**config.mk**
```make
export PLATFORM = sky130hd
export DESIGN_NAME = ppcs_ctrl
export DESIGN_NICKNAME = d
export VERILOG_FILES = /design/src/hw/rtl/ppcs_pkg.sv /design/src/hw/rtl/ppcs_ctrl.sv
export SDC_FILE = /design/constraint.sdc
export NUM_CORES = 1
export LEC_CHECK = 0
export BUFFER_PORTS_ARGS = -buffer_cell sky130_fd_sc_hd__buf_2
export CORE_MARGIN = 2
export CORE_UTILIZATION = 43
export CTS_CLUSTER_DIAMETER = 100
export CTS_CLUSTER_SIZE = 20
export DETAILED_ROUTE_END_ITERATION = 7
export HOLD_SLACK_MARGIN = 0.06
export PLACE_DENSITY = 0.69
export SETUP_SLACK_MARGIN = 0.4
export SYNTH_ARGS = -nofsm -noshare
export SYNTH_HDL_FRONTEND = slang
export SYNTH_SLANG_ARGS = --single-unit
```
**constraint.sdc**
```tcl
create_clock -name clk_i -period 4.7 [get_ports clk_i]
set_clock_uncertainty 0.1 [all_clocks]
set_input_delay 0.47 -clock clk_i [delete_from_list [all_inputs] [get_ports clk_i]]
set_output_delay 0.47 -clock clk_i [all_outputs]
set_load 0.03 [all_outputs]
```
**src/hw/rtl/ppcs_pkg.sv**
```systemverilog
// Shared types and constants for the polygon plane clip stage.
`default_nettype none
package ppcs_pkg;

  localparam int CW   = 32;
  localparam int FRAC = 16;
  localparam int MW   = (CW + 1 > 32) ? CW + 1 : 32;
  localparam int DW   = ((2 * CW > CW + FRAC) ? 2 * CW : CW + FRAC) + 2;
  localparam int FMW  = 31;
  localparam int DMW  = 32;
  localparam int RW   = 33;
  localparam int CNTW = $clog2(CW + 1);

  localparam logic [1:0] REG_A = 2'd0;
  localparam logic [1:0] REG_B = 2'd1;
  localparam logic [1:0] REG_C = 2'd2;
  localparam logic [1:0] REG_D = 2'd3;
  localparam logic [1:0] LAST_COORD = 2'd2;

  typedef enum logic [3:0] {
    OP_NONE,
    OP_LOAD,
    OP_DINIT,
    OP_DMUL,
    OP_DACC,
    OP_DSAVE,
    OP_SETFIRST,
    OP_UPDATE,
    OP_CINIT,
    OP_CSHIFT,
    OP_CPREP,
    OP_LMUL,
    OP_LDVI,
    OP_LDIV,
    OP_LFIN
  } op_e;

  typedef enum logic [1:0] {
    PH_FC,
    PH_FP,
    PH_FF
  } phase_e;

  typedef enum logic [4:0] {
    S_IDLE,
    S_DINIT,
    S_DMUL,
    S_DACC,
    S_DSAVE,
    S_DCHK,
    S_FIRST,
    S_PCUR,
    S_UPDATE,
    S_CINIT,
    S_CSHIFT,
    S_CPREP,
    S_LMUL,
    S_LDVI,
    S_LDIV,
    S_LFIN,
    S_PCUT,
    S_FINISH
  } state_e;

  typedef struct packed {
    op_e        op;
    phase_e     phase;
    logic [1:0] coord;
    logic       emit;
    logic       emit_last;
    logic       hold_ld;
    logic       hold_cut;
  } cmd_t;

  typedef struct packed {
    logic cin;
    logic oin;
    logic fit;
    logic div_done;
    logic out_free;
    logic last;
  } stat_t;

endpackage
`default_nettype wire

```
**src/hw/rtl/ppcs_ctrl.sv**
```systemverilog
// Controller: sequences distance, cut-point and hand-off steps for one vertex.
`default_nettype none
module ppcs_ctrl (
  input  wire logic            clk_i,
  input  wire logic            rst_ni,
  input  wire logic            in_valid_i,
  output logic                 in_ready_o,
  input  wire ppcs_pkg::stat_t stat_i,
  output ppcs_pkg::cmd_t       cmd_o
);

  ppcs_pkg::state_e state_q, state_d;
  ppcs_pkg::phase_e phase_q, phase_d;
  logic [1:0]       k_q, k_d;
  logic             held_valid_q, held_valid_d;
  logic             await_q, await_d;

  always_ff @(posedge clk_i or negedge rst_ni) begin
    if (!rst_ni) begin
      state_q      <= ppcs_pkg::S_IDLE;
      phase_q      <= ppcs_pkg::PH_FC;
      k_q          <= '0;
      held_valid_q <= 1'b0;
      await_q      <= 1'b1;
    end else begin
      state_q      <= state_d;
      phase_q      <= phase_d;
      k_q          <= k_d;
      held_valid_q <= held_valid_d;
      await_q      <= await_d;
    end
  end

  always_comb begin
    state_d       = state_q;
    phase_d       = phase_q;
    k_d           = k_q;
    held_valid_d  = held_valid_q;
    await_d       = await_q;
    in_ready_o    = 1'b0;
    cmd_o.op        = ppcs_pkg::OP_NONE;
    cmd_o.phase     = phase_q;
    cmd_o.coord     = k_q;
    cmd_o.emit      = 1'b0;
    cmd_o.emit_last = 1'b0;
    cmd_o.hold_ld   = 1'b0;
    cmd_o.hold_cut  = 1'b0;
    unique case (state_q)
      ppcs_pkg::S_IDLE: begin
        in_ready_o = 1'b1;
        if (in_valid_i) begin
          cmd_o.op = ppcs_pkg::OP_LOAD;
          phase_d  = ppcs_pkg::PH_FC;
          state_d  = ppcs_pkg::S_DINIT;
        end
      end
      ppcs_pkg::S_DINIT: begin
        cmd_o.op = ppcs_pkg::OP_DINIT;
        k_d      = '0;
        state_d  = ppcs_pkg::S_DMUL;
      end
      ppcs_pkg::S_DMUL: begin
        cmd_o.op = ppcs_pkg::OP_DMUL;
        state_d  = ppcs_pkg::S_DACC;
      end
      ppcs_pkg::S_DACC: begin
        cmd_o.op = ppcs_pkg::OP_DACC;
        if (k_q == ppcs_pkg::LAST_COORD) begin
          state_d = ppcs_pkg::S_DSAVE;
        end else begin
          k_d     = k_q + 1'b1;
          state_d = ppcs_pkg::S_DMUL;
        end
      end
      ppcs_pkg::S_DSAVE: begin
        cmd_o.op = ppcs_pkg::OP_DSAVE;
        state_d  = ppcs_pkg::S_DCHK;
      end
      ppcs_pkg::S_DCHK: begin
        unique case (phase_q)
          ppcs_pkg::PH_FC: begin
            if (await_q) begin
              state_d = ppcs_pkg::S_FIRST;
            end else begin
              phase_d = ppcs_pkg::PH_FP;
              state_d = ppcs_pkg::S_DINIT;
            end
          end
          ppcs_pkg::PH_FP:
            state_d = (stat_i.oin != stat_i.cin) ? ppcs_pkg::S_CINIT : ppcs_pkg::S_PCUR;
          ppcs_pkg::PH_FF:
            state_d = (stat_i.oin != stat_i.cin) ? ppcs_pkg::S_CINIT : ppcs_pkg::S_FINISH;
          default: state_d = ppcs_pkg::S_IDLE;
        endcase
      end
      ppcs_pkg::S_FIRST: begin
        cmd_o.op = ppcs_pkg::OP_SETFIRST;
        await_d  = 1'b0;
        state_d  = ppcs_pkg::S_PCUR;
      end
      ppcs_pkg::S_PCUR: begin
        if (!stat_i.cin) begin
          state_d = ppcs_pkg::S_UPDATE;
        end else if (!held_valid_q || stat_i.out_free) begin
          cmd_o.hold_ld = 1'b1;
          cmd_o.emit    = held_valid_q;
          held_valid_d  = 1'b1;
          state_d       = ppcs_pkg::S_UPDATE;
        end
      end
      ppcs_pkg::S_UPDATE: begin
        cmd_o.op = ppcs_pkg::OP_UPDATE;
        if (stat_i.last) begin
          phase_d = ppcs_pkg::PH_FF;
          state_d = ppcs_pkg::S_DINIT;
        end else begin
          state_d = ppcs_pkg::S_IDLE;
        end
      end
      ppcs_pkg::S_CINIT: begin
        cmd_o.op = ppcs_pkg::OP_CINIT;
        state_d  = ppcs_pkg::S_CSHIFT;
      end
      ppcs_pkg::S_CSHIFT: begin
        if (stat_i.fit) state_d = ppcs_pkg::S_CPREP;
        else cmd_o.op = ppcs_pkg::OP_CSHIFT;
      end
      ppcs_pkg::S_CPREP: begin
        cmd_o.op = ppcs_pkg::OP_CPREP;
        k_d      = '0;
        state_d  = ppcs_pkg::S_LMUL;
      end
      ppcs_pkg::S_LMUL: begin
        cmd_o.op = ppcs_pkg::OP_LMUL;
        state_d  = ppcs_pkg::S_LDVI;
      end
      ppcs_pkg::S_LDVI: begin
        cmd_o.op = ppcs_pkg::OP_LDVI;
        state_d  = ppcs_pkg::S_LDIV;
      end
      ppcs_pkg::S_LDIV: begin
        cmd_o.op = ppcs_pkg::OP_LDIV;
        if (stat_i.div_done) state_d = ppcs_pkg::S_LFIN;
      end
      ppcs_pkg::S_LFIN: begin
        cmd_o.op = ppcs_pkg::OP_LFIN;
        if (k_q == ppcs_pkg::LAST_COORD) begin
          state_d = ppcs_pkg::S_PCUT;
        end else begin
          k_d     = k_q + 1'b1;
          state_d = ppcs_pkg::S_LMUL;
        end
      end
      ppcs_pkg::S_PCUT: begin
        if (!held_valid_q || stat_i.out_free) begin
          cmd_o.hold_ld  = 1'b1;
          cmd_o.hold_cut = 1'b1;
          cmd_o.emit     = held_valid_q;
          held_valid_d   = 1'b1;
          state_d = (phase_q == ppcs_pkg::PH_FP) ? ppcs_pkg::S_PCUR : ppcs_pkg::S_FINISH;
        end
      end
      ppcs_pkg::S_FINISH: begin
        if (!held_valid_q) begin
          await_d = 1'b1;
          state_d = ppcs_pkg::S_IDLE;
        end else if (stat_i.out_free) begin
          cmd_o.emit      = 1'b1;
          cmd_o.emit_last = 1'b1;
          held_valid_d    = 1'b0;
          await_d         = 1'b1;
          state_d         = ppcs_pkg::S_IDLE;
        end
      end
      default: state_d = ppcs_pkg::S_IDLE;
    endcase
  end

endmodule
`default_nettype wire

```
# == Yosys cells after proc, flatten, opt, wreduce, memory -nomap -nowiden ==
# Index checks and enable logic that the tools add are counted.
# totals
latch_bits,0
input_bits,9
output_inout_bits,13
ff_bits,11
n_memories,0
romBits,0
ramBits,0
# classes
addsub,1
mux,47
multipliers,0
n_eq_ne,32
bitwise_logic,0
magnitude_cmp,0
n_div,0
reduce_logical,15
n_shift,0
# ops
cell,count
5-bit one-hot mux with 18 select lines,1
4-bit one-hot mux with 14 select lines,1
5-bit 2-to-1 mux,11
"5-bit by 4-bit equality test with 1-bit output, second input constant",8
"5-bit by 3-bit equality test with 1-bit output, second input constant",4
"2-bit != test, second input constant",9
2-bit 2-to-1 mux,8
1-bit 2-to-1 mux,15
5-bit one-hot mux with 3 select lines,1
"5-bit by 2-bit equality test with 1-bit output, second input constant",2
"5-bit equality test, second input constant",2
4-bit 2-to-1 mux,2
3-bit 2-to-1 mux,2
"3-bit != test, second input constant",2
1-bit one-hot mux with 3 select lines,2
2-bit one-hot mux with 3 select lines,1
2-bit AND reduction,3
6-bit AND reduction,1
3-bit nonzero test,2
"5-bit by 1-bit equality test with 1-bit output, second input constant",1
5-bit zero test,1
5-bit AND reduction,1
"2-bit equality test, second input constant",2
1-bit one-hot mux with 2 select lines,2
9 further kinds,11

# == Longest topological paths before layout ==
# Gate-level depths: netlist of run 1.
# depth
ltp_word,5
depth_mapped,7
ltp_nobuf,7

# == Worst setup path after synthesis of run 1 ==
# Ideal clock, no wire load.
# synth_path
path_type,flip-flop to output port
startpoint,register state_q[3]
endpoint,output cmd_o[8] in the netlist's numbering
path_slack_ns,2.120
stages_incl_launch_ff,5
t_arrival_ns,2.010
cell_sequence,dfrtp_1 -> clkbuf_1 -> buf_1 -> nor3_1 -> a211o_1
# synth_lines
element,line,rtl
"start, declared",ppcs_ctrl.sv:12,"ppcs_pkg::state_e state_q, state_d;"
"start signal, assigned",ppcs_ctrl.sv:20,state_q <= ppcs_pkg::S_IDLE;
"start signal, assigned",ppcs_ctrl.sv:26,state_q <= state_d;
"end, declared",ppcs_ctrl.sv:9,output ppcs_pkg::cmd_t cmd_o

==> results of run 1 <==
-- worst max path at each step --
stage,endpoint,slack [ps],cells past startpoint
finish,cmd_o[8],1980,4
global route,cmd_o[8],1830,4
CTS,cmd_o[8],2000,4
detailed placement,cmd_o[8],2290,4
global placement,cmd_o[8],2380,4
floorplan,cmd_o[8],2120,4
-- area by class of cell --
cell class,instances,area (um^2)
Clock buffer,4,26.3
Fill cell,249,1250
Inverter,9,33.8
Multi-Input combinational cell,108,736
Sequential cell,11,277
Tap cell,30,37.5
Timing Repair Buffer,22,115
-- stage by stage --
step	hold slack, ps	util [%]
CTS	356	49.4
finish	357	49.4
global placement	260	48.0
detailed placement	263	48.0
floorplan	74.4	-
global route	378	49.4
-- where the power goes --
part | switching [uW] | internal [uW]
registers | 111 | 135
logic | 304 | 218
clock network | 34.0 | 33.0
total | 450 | 385
-- worst max-delay path, stage by stage (launching register included) --
cell       delay [ps]
dfrtp_1           860
xor2_1            200
a2111oi_0         480
a211o_1           160
buf_2             190
-- per-layer routing --
layer  vias up  routed length (um)  global-route usage, %
met3         4                 111                   4.22
met2        26                1330                   29.3
li1        535                   -                      -
met5         -                   0                      0
met1       498                1290                   26.6
met4         0                  19                   2.09
-- Yosys cell counts (all sizes together), types with 2 or more instances --
master   number
a2111oi       2
a211oi        2
a21oi         7
a31oi         2
and2          2
buf           6
clkbuf        3
dfrtp        10
ha            5
inv           9
mux2          4
nand2        11
nand2b        3
nand3         5
nor2         14
nor2b         2
nor3          7
nor4          4
o21ai        13
o311ai        2
or3           2
or4           2
xor2          2
-- sequential cells by signal, summed over array words and instances (netlist names) --
signal / cells
phase_q: 2
held_valid_q: 1
k_q: 2
await_q: 1
state_q: 5
-- cells by family (layout without fill, tap and decap cells) --
group | count (synthesis) | in the layout | share of synthesized area (%)
compound gates | 40 | 40 | 25.5
buf+inv | 18 | 35 | 10.4
flops | 11 | 11 | 24.5
simple gates | 55 | 55 | 25.9
xor+xnor | 3 | 3 | 2.33
fa+ha+maj | 5 | 5 | 5.54
mux | 5 | 5 | 5.87
-- layout by cell type, fill, tap and decap left out, drive strengths merged, types with 2 or more instances in the layout --
cell type / n
buf: 21
nor2: 14
o21ai: 13
nand2: 11
dfrtp: 10
inv: 9
a21oi: 7
nor3: 7
nand3: 5
ha: 5
nor4: 4
mux2: 4
clkbuf: 4
nand2b: 3
xor2: 2
a2111oi: 2
a211oi: 2
nor2b: 2
a31oi: 2
and2: 2
or3: 2
or4: 2
o311ai: 2
-- repair_timing --
| action | in CTS | in global routing |
|---|---|---|
| endpoints found under the hold margin | 10 | 0 |
| hold buffers | 1 | 0 |
| resized for setup | 0 | 0 |
==> impl_metrics.yaml, run 1 <==
run_status:
  status: "finished clean"
yosys:
  netlist_area_mm2: 0.00113
  synthFlopType: "dfrtp_1"
  syn_nets: 151
  synthDistinctLibCells: 49
  synth_area_leaders: "dfrtp_1 22%, o21ai_0 5.8%, ha_1 5.5%"
  synth_edf_count: 0
  yosys.area.top_type: "dfrtp_1"
  ys_async_sr_fraction_pct: 100
  netlist_instances: 137
  ys_ff_latch: 11
  yosysSeqAreaShare_pct: 24.5
  synth_top_area_share_pct: 22.1
  avgSynthCellArea_um2: 8.25
  yosysWarnings: 0
setup_path:
  r2r_start: "state_q[3]"
  crit_start: "state_q[3]"
  rrSetupSlack_ps: 2290
  r2r-end: "state_q[1]"
  worstSetupPathType: "flop to output pin"
  cp-start-kind: "flop"
  worstSetupEndpointType: "output pin"
  cp.arrival_ps: 2150
  path_max_fanout: 25
  r2r_cells: 4
  crit_required_ps: 4130
clocking:
  worstSkewPairLatency_ps: 280
  clk_pin_slew_ps: 70
  htreeDepth: 1
  cts.sinks: 11
  cts.path.max_buffers: 2
  cts_tree: "done"
  post_cts.repair.setup_buffers: 0
  cts_root_buf: "clkbuf_4"
  cts_buffers: 3
power:
  ir_drop_mv: 0.336
  total_power_uw: 835
  p_leak_uw: 0.000532
  power.density_mw_per_mm2: 682
placement:
  place.gp.congestion: 0.816
  dp_hpwl_mm: 2.02
  io_buffers: 21
  place_area_mm2: 0.00119
  dp.cells: 179
  pre_cts_ws_ps: 2290
global_route:
  grt.total_usage_pct: 18.5
  grt-ovfl-total: 0
  grt_pass1_vias: 939
  antenna_found_initial: 0
  grt_pass1_wl_mm: 4.57
  grt_max_degree: 26
hold_path:
  min_to: "held_valid_q"
  hold_class: "input port to flop"
  hold_path_startpoint: "stat_i[1]"
  hold_path_depth: 2
floorplan:
  coreArea_mm2: 0.00248
  die_h_um: 55.3
  fp-row-count: 18
  ios: 22
  die_w_um: 55.3
  initial_core_util_pct: 45.6
  dieArea_mm2: 0.00305
finish:
  stdcell_count: 184
  final_nets: 169
  diodes: 0
  areaGrowthSynthToFinish_pct: 8.42
  postLayoutCellArea_mm2: 0.00122
  drive_above_1_share_pct: 24.0
flow_run:
  cap_viol_max_count: 0
timing:
  fmax_mhz: 367
  finalCritPeriodShare_pct: 57.9
  finalSetupTns_ps: 0
  period_minus_slack_ps: 2720
  hold_viol_final: 0
  rsz0062_at_grt: "false"
  slew_viol_final: 0
  worst_slew_pin_slew_ps: 790
  relSlewSlack_pct: 47.3
  setup-violations-final: 0
  final.setup.worst_slack_ps: 1980
route:
  post_drt_wl_per_cell_um: 14.9
  vias: 1063
  detail-route-antenna-nets: 0
  drc: 0
  drtIter0Drc: 28
  drt_wl_total_mm: 2.75
  drt-pass1-iter-count: 6
  drt-vias-per-instance: 5.78
Note: power is estimated with default switching activity, not from simulation.
==> inputs of run 2 (changes only) <==
==> constraint.sdc (replaced) <==
create_clock -name clk_i -period 2.8 [get_ports clk_i]
set_clock_uncertainty 0.1 [all_clocks]
set_input_delay 0.28 -clock clk_i [delete_from_list [all_inputs] [get_ports clk_i]]
set_output_delay 0.28 -clock clk_i [all_outputs]
set_load 0.03 [all_outputs]
==> run 2 against run 1 <==
Against the previous run: clock power rose by 70%; wire length rose by 4.8%; largest power group unchanged; critical path depth rose by 1.
==> impl_metrics.yaml, run 2 (synthesized netlist as in run 1, its figures left out) <==
clocking:
  htreeDepth: 1
  cts_root_buf: "clkbuf_4"
  clk_pin_slew_ps: 70
  worstSkewPairLatency_ps: 290
  cts.path.max_buffers: 2
  cts.sinks: 11
  cts_buffers: 3
  post_cts.repair.setup_buffers: 0
  cts_tree: "done"
finish:
  diodes: 0
  final_nets: 170
  mostFrequentLayoutCell: "buf_2"
  most-common-layout-cells: "21 x buf_2, 13 x nor2_1, 13 x o21ai_0"
  top_register: "state_q"
  drive_above_1_share_pct: 27.7
  utilization_pct: 50.4
  areaGrowthSynthToFinish_pct: 10.5
  largest_reg_flops: 5
  stdcell_count: 185
  reg_top3: "state_q: 5 flops, k_q: 2 flops, phase_q: 2 flops"
timing:
  finalCritPeriodShare_pct: 80.6
  hold_slack_ps: 160
  finalSetupTns_ps: 0
  worst_slew_pin_slew_ps: 528
  rsz0062_at_grt: "false"
  period_minus_slack_ps: 2260
  relSlewSlack_pct: 63.9
  hold_viol_final: 0
  setup-violations-final: 0
  fmax_mhz: 443
  slew_viol_final: 0
route:
  drt-vias-per-instance: 6.08
  drt_wl_total_mm: 2.88
  detail-route-antenna-nets: 0
  vias: 1124
  drc: 0
  drtIter0Drc: 29
  drt-pass1-iter-count: 4
  post_drt_wl_per_cell_um: 15.6
floorplan:
  ios: 22
  dieArea_mm2: 0.00305
  coreArea_mm2: 0.00248
  die_h_um: 55.3
  die_w_um: 55.3
  initial_core_util_pct: 45.6
  fp-row-count: 18
setup_path:
  r2r-end: "state_q[4]"
  path_max_fanout: 18
  max_stage_delay_ps: 540
  worstSetupPathType: "flop to output pin"
  critPathTopFamily: "simple AND/OR/NAND/NOR gates"
  crit_buf_inv: 1
  r2r_cells: 5
  cp.arrival_ps: 1880
  cp.depth: 5
  r2r_start: "state_q[4]"
  rrSetupSlack_ps: 600
  critical_path.slowest_cell: "dfrtp_2"
  worstSetupEndpointType: "output pin"
  crit_required_ps: 2420
  crit_chain: "nor2_2, nand2_1, o22a_1, nor3_1, buf_2"
  cp-start-kind: "flop"
global_route:
  grt_pass1_wl_mm: 4.93
  antenna_found_initial: 0
  top_usage_layer: "met2"
  met3_usage_pct: 6.09
  grt_pass1_vias: 1067
  grt-ovfl-total: 0
  use_met1_pct: 25.2
  grt.total_usage_pct: 20.2
  grt_use_met2_pct: 32.1
  grt_max_degree: 22
placement:
  dp.cells: 180
  place.gp.congestion: 0.866
  dp_hpwl_mm: 2.15
  io_buffers: 21
hold_path:
  hold_path_depth: 2
  hold_path_startpoint: "stat_i[1]"
  min_to: "held_valid_q"
  hold_class: "input port to flop"
run_status:
  status: "finished clean"
power:
  ir_drop_mv: 0.506
  p_leak_uw: 0.000533
  power.density_mw_per_mm2: 1150
flow_run:
  cap_viol_max_count: 0
==> run 2: changes by cell type in the layout (fill, tap and decap cells not counted) <==
| cell | delta |
|---|---|
| nor4b_4 | +1 |
| dfrtp_1 | -4 |
| dfrtp_2 | +4 |
| buf_4 | +1 |
| nor2_2 | +1 |
| nor4b_2 | -1 |
| nor2_1 | -1 |
==> run 2: worst register-to-register path, stage by stage (launching register included) <==
cell	delay, ps
dfrtp_1	570
or3_4	490
nor3_1	380
a31oi_1	210
a21boi_0	210
a2bb2oi_1	170
==> run 2: layout make-up <==
type / instances / area [um^2]
clock buffer: 4 / 26.3
fill: 257 / 1230
inverter: 9 / 33.8
multi-input combinational: 108 / 747
sequential: 11 / 282
tap: 30 / 37.5
timing repair buffer: 23 / 123
==> run 2: worst max path at each step <==
stage                     slack (ps)         end  startpoint
final                            540    cmd_o[1]  state_q[2]
after global routing             420    cmd_o[1]  state_q[2]
after CTS                        390    cmd_o[1]  state_q[2]
after detailed placement         550  state_q[1]  state_q[3]
after global placement           640  state_q[4]  state_q[0]
after floorplan                  410    cmd_o[8]  state_q[3]
==> run 2: repair_timing <==
action	4_1_cts	5_1_grt
hold buffers	1	0
endpoints found under the setup margin	2	11
pin swaps	0	0
resized for setup	2	4
hold endpoints to repair	11	0
==> run 2: metrics by stage <==
step	instance area [um^2]	power [uW]	setup WS, ps
floorplan	1130	1140	410
global placement	1200	1280	642
detailed placement	1200	1300	548
CTS	1230	1430	395
global route	1250	1550	421
finish	1250	1440	542
==> run 2: report_power, final <==
part	internal, uW	switching [uW]	leakage, uW
clock	55.5	59.0	0.0000150
sequential	231	188	0.000132
combinational	374	531	0.000386
==> run 2: routing by layer <==
metal / share of wire, % / wire length, um
met4: 3.2 / 91
met2: 49 / 1410
met5: 0 / 0
met3: 6.4 / 184
met1: 42 / 1200
